### config.mk
export PLATFORM = sky130hd
export DESIGN_NAME = pal_cell
export DESIGN_NICKNAME = d
export VERILOG_FILES = /design/src/design/positional_array_list_assert.svh /design/src/design/pal_pkg.sv /design/src/design/pal_cell.sv
export SDC_FILE = /design/constraint.sdc
export NUM_CORES = 1
export LEC_CHECK = 0
export BUFFER_PORTS_ARGS = -buffer_cell sky130_fd_sc_hd__buf_2
export CAP_MARGIN = 20
export CORE_ASPECT_RATIO = 2
export CORE_MARGIN = 3
export CORE_UTILIZATION = 39
export CTS_CLUSTER_DIAMETER = 200
export DETAILED_ROUTE_END_ITERATION = 12
export PLACE_DENSITY = 0.8
export SETUP_SLACK_MARGIN = 0.02
export SYNTH_ARGS = -nofsm -noshare
export SYNTH_HDL_FRONTEND = slang
export SYNTH_SLANG_ARGS = --single-unit
### constraint.sdc
create_clock -name clk -period 5.1 [get_ports clk]
set_input_delay 0.255 -clock clk [delete_from_list [all_inputs] [get_ports clk]]
set_output_delay 0.255 -clock clk [all_outputs]
set_load 0.05 [all_outputs]
### src/design/positional_array_list_assert.svh
// assertion helpers for the positional array list
// each macro expects clk and arst_n in scope
`ifndef POSITIONAL_ARRAY_LIST_ASSERT_SVH
`define POSITIONAL_ARRAY_LIST_ASSERT_SVH

// same-cycle implication
`define PAL_ASSERT_NOW(label, ante, cons) \
	label: assert property (@(posedge clk) disable iff (!arst_n) (ante) |-> (cons)) \
		else $error("pal: same-cycle check failed");

// next-cycle implication
`define PAL_ASSERT_NEXT(label, ante, cons) \
	label: assert property (@(posedge clk) disable iff (!arst_n) (ante) |=> (cons)) \
		else $error("pal: next-cycle check failed");

`endif

### src/design/pal_pkg.sv
package pal_pkg;

	localparam int POS_W     = 8;
	localparam int VAL_W     = 32;
	localparam int FIDX_W    = 7;
	localparam int LEN_W     = 8;

	localparam logic [1:0] CMD_INSERT = 2'd0;
	localparam logic [1:0] CMD_DELETE = 2'd1;
	localparam logic [1:0] CMD_FIND   = 2'd2;
	localparam logic [1:0] CMD_CLEAR  = 2'd3;

	// broadcast to every cell of the chain
	typedef struct packed {
		logic              ins;    // insert: load at pos0, shift up above it
		logic              del;    // delete: shift down from pos0 upward
		logic              cap;    // capture compare result into hit flag
		logic              shift;  // move hit flags one cell toward cell 0
		logic [POS_W-1:0]  pos0;   // 0-based position
		logic [VAL_W-1:0]  value;  // value to insert or search key
	} pal_ctrl_t;

endpackage

### src/design/pal_cell.sv
module pal_cell import pal_pkg::*; #(
	parameter int IDX = 0
) (
	input  logic              clk,
	input  pal_ctrl_t         ctrl,
	input  logic [VAL_W-1:0]  left_data,
	input  logic [VAL_W-1:0]  right_data,
	input  logic              right_hit,
	output logic [VAL_W-1:0]  data_q,
	output logic              hit_q
);

	logic at_pos;
	logic above_pos;

	assign at_pos    = (int'(ctrl.pos0) == IDX);
	assign above_pos = (int'(ctrl.pos0) < IDX);

	always_ff @(posedge clk) begin
		if (ctrl.ins) begin
			if (at_pos) begin
				data_q <= ctrl.value;
			end else if (above_pos) begin
				data_q <= left_data;
			end
		end else if (ctrl.del) begin
			if (at_pos || above_pos) begin
				data_q <= right_data;
			end
		end
	end

	// hit flags form a shift line toward cell 0 during a search
	always_ff @(posedge clk) begin
		if (ctrl.cap) begin
			hit_q <= (data_q == ctrl.value);
		end else if (ctrl.shift) begin
			hit_q <= right_hit;
		end
	end

endmodule

==> flow_summary.yaml <==
run_status:
  outcome: "complete, no violations"
floorplanning:
  io_pins: 143
  x_dimension_of_the_die_um: 53.44
  die_area_mm2: 0.005391
  core-area_mm2: 0.004212
  placement_rows: 33
  die_outline_height_um: 100.9
  start_util_pct: 41.68
yosys:
  synthDominantAreaCellType: "edfxtp_1"
  portion_of_netlist_area_occupied_by_mux_cells_pct: 20.53
  synth_largest_type_area_fraction_pct: 56.45
  postSynthNetCount: 229
  ys.warnings.count: 0
  synth_top_cells_by_area: "edfxtp_1 56%, mux2_2 21%, xnor2_1 8.5%"
  synth_seq_cells: 33
  synth_compound_gate_area_share_pct: 0.6415
  synth_top_family_by_area: "multiplexers"
  synth_area_mm2: 0.001755
  syn_avg_cell_area_um2: 14.75
  post_synth_xor_area_fraction_pct: 15.97
  sequential_area_share_after_synthesis_pct: 56.45
  synth_cell_types: 16
  synthesis.instances: 119
  synth-simple-area-share_pct: 5.132
  synth_fa_ha_area_share_pct: 0
power:
  max-vdd-ir-drop_v: 0.0001836
  power.density_mw_per_mm2: 230.6
  final_power_mw: 0.5618
  leakagePower_nw: 1.011
clocking:
  post-cts-setup-buffers: 0
  clock_sink_count: 33
  clkSlewWorstSetupHoldPaths_ns: 0.06
  post_cts_hold_buffer_count: 0
  cts-resized-gates: 0
  worstSkewPairLatency_ns: 0.27
  clockBufferDepth: 2
  cts_buffers: 5
  tritoncts_clock_tree: "yes"
  h-tree-depth: 2
  clock-root-buffer: "clkbuf_8"
timing:
  skew_ns: 0.002604
  slew_headroom_pct: 41.41
  rsz0062_at_grt: "false"
  max_slew.worst_pin.slew_ns: 0.8767
  final.min_clock_period_ns: 1.988
  timing.final.hold_violations: 0
  timing.fmax_mhz: 503.0
  period_utilisation_layout_pct: 38.98
  fin_ws_ns: 3.112
  maxSlewViolCount: 0
  setup-tns-final_ns: 0
  report.final.setup_viol: 0
detailed_routing:
  met1Wirelength_mm: 1.308
  ant_nets: 0
  vias: 1351
  route.final.wire_length_mm: 4.113
  detailedRoute.firstPassIterationCount: 3
  wl_met2_mm: 2.449
  drc: 0
  viasPerCell: 4.757
  sum_of_met3_wire_segment_lengths_after_detailed_routing_um: 271
  drt_iter0_drc: 7
  top_layer: "met4"
  wl_per_cell_um: 14.48
worst_setup_path:
  critical-path-max-stage-delay_ns: 0.74
  worst-path-buf-inv: 1
  cp_data_arrival_time_ns: 1.89
  worst-setup-path-type: "in -> reg"
  cp_data_required_time_ns: 5.00
  r2r_end: "hit_q"
  crit_path_start_kind: "input port"
  worst_r2r_path_depth: 5
  worst_setup_path_end_kind: "flip-flop"
  worstPathMaxFanout: 33
  setup.reg_to_reg.worst_slack_ns: 3.52
  critPathTopFamily: "simple AND/OR/NAND/NOR gates"
  worstPathCellList: "buf_2 > o21ai_0 > nor2_4"
  slowest_cell_on_the_critical_path: "nor2_4"
  regToRegStartpoint: "data_q[30]"
cells_and_area:
  layout_common_cells: "110 x buf_2, 33 x edfxtp_1, 32 x mux2_2"
  syn2layout_area_growth_pct: 38.77
  final_cell_count_without_fillers: 284
  antenna-diode-count: 0
  num-fill-cells: 394
  final_core_util_pct: 57.84
  num-nets-final: 342
  post_route_cells_drive_above_1_share_pct: 64.22
  layout_commonest_cell: "buf_2"
global_routing:
  grt_first_pass_wirelength_mm: 6.292
  grt_antenna_before_repair: 0
  grt_overflow_total: 0
  grt_max_degree: 34
  via_count_of_the_first_global_routing_pass: 1434
  globalRouteTotalUtil_pct: 16.21
placed_design:
  dpl.cell_count: 277
  detailed_place_hpwl_mm: 3.346
  final_gp_congestion: 0.7380
  port_buffers: 110
  pre_cts_ws_ns: 2.760
worst_hold_path:
  number_of_cells_traversed_by_the_worst_hold_path: 2
  timing.hold.worst_endpoint: "hit_q"
  timing.hold.worst.class: "in -> reg"
  hold_path.startpoint: "ctrl[40]"
run:
  maxCapViolCount: 0
[synth_stat cells]
master     n
nand4_1    5
nor4_1     5
o22ai_1    1
nor2_1     1
nor3_1     1
inv_1      1
o21ai_0    1
or4_1      1
clkbuf_1   1
xnor2_1   17
nand3_1    1
or2_2      1
buf_2      3
xor2_1    15
mux2_2    32
edfxtp_1  33
[area by class of cell]
| class | count | area [µm²] | area share (%) |
|---|---|---|---|
| Clock inverter | 1 | 3.754 | 0.1541 |
| Multi-Input combinational cell | 81 | 749.5 | 30.77 |
| Sequential cell | 33 | 991.0 | 40.68 |
| Clock buffer | 6 | 72.57 | 2.979 |
| Inverter | 1 | 3.754 | 0.1541 |
| Timing Repair Buffer | 110 | 550.5 | 22.60 |
| Tap cell | 52 | 65.06 | 2.671 |
[through the flow]
stage / hold slack, ns / area (µm²)
finish: 0.2571 / 2436
global route: 0.2515 / 2436
CTS: 0.2452 / 2436
detailed placement: 0.5362 / 2360
global placement: 0.5358 / 2360
floorplan: 0.4550 / 1755
[logic make-up (layout without fill, tap and decap cells)]
| kind of cell | Yosys count | count (layout) |
|---|---|---|
| and+or+nand+nor | 15 | 15 |
| muxes | 32 | 32 |
| buffers and inverters | 5 | 118 |
| xor gates and xnor gates | 32 | 32 |
| AOI/OAI and AO/OA | 2 | 2 |
| DFF | 33 | 33 |
[routing by layer]
layer | up-vias | track usage, %
met2 | 62 | 30.46
li1 | 672 | -
met5 | - | 0
met1 | 607 | 15.50
met4 | 0 | 6.890
met3 | 10 | 4.148
[power by group]
| part | leakage [nW] | switching, mW | internal [mW] |
|---|---|---|---|
| logic | 0.674 | 0.0334 | 0.0480 |
| registers | 0.298 | 0.000593 | 0.302 |
| clock network | 0.0387 | 0.0859 | 0.0919 |
| total | 1.01 | 0.120 | 0.442 |
[sequential cells by signal, summed over array words and instances, names as in the netlist]
signal,flops
data_q,32
hit_q,1
[worst register-to-register path: cells and delay by family (launching register included)]
family,cells,cell delay [ns]
flip-flops,1,0.39
AO/OA/AOI/OAI,1,0.14
AND/OR/NAND/NOR,3,0.71
XOR/XNOR,1,0.19
[worst max path at each step]
stage                            end  slack [ns]      from  cells past startpoint
final                     data_q[20]        3.11  ctrl[43]                      3
after global placement     data_q[1]        2.78  ctrl[43]                      3
after CTS                 data_q[21]        3.05  ctrl[43]                      3
after floorplan            data_q[0]        2.52  ctrl[43]                      4
after global routing      data_q[21]        2.96  ctrl[43]                      3
after detailed placement   data_q[1]        2.76  ctrl[43]                      3
(Power assumes the default switching activity.)
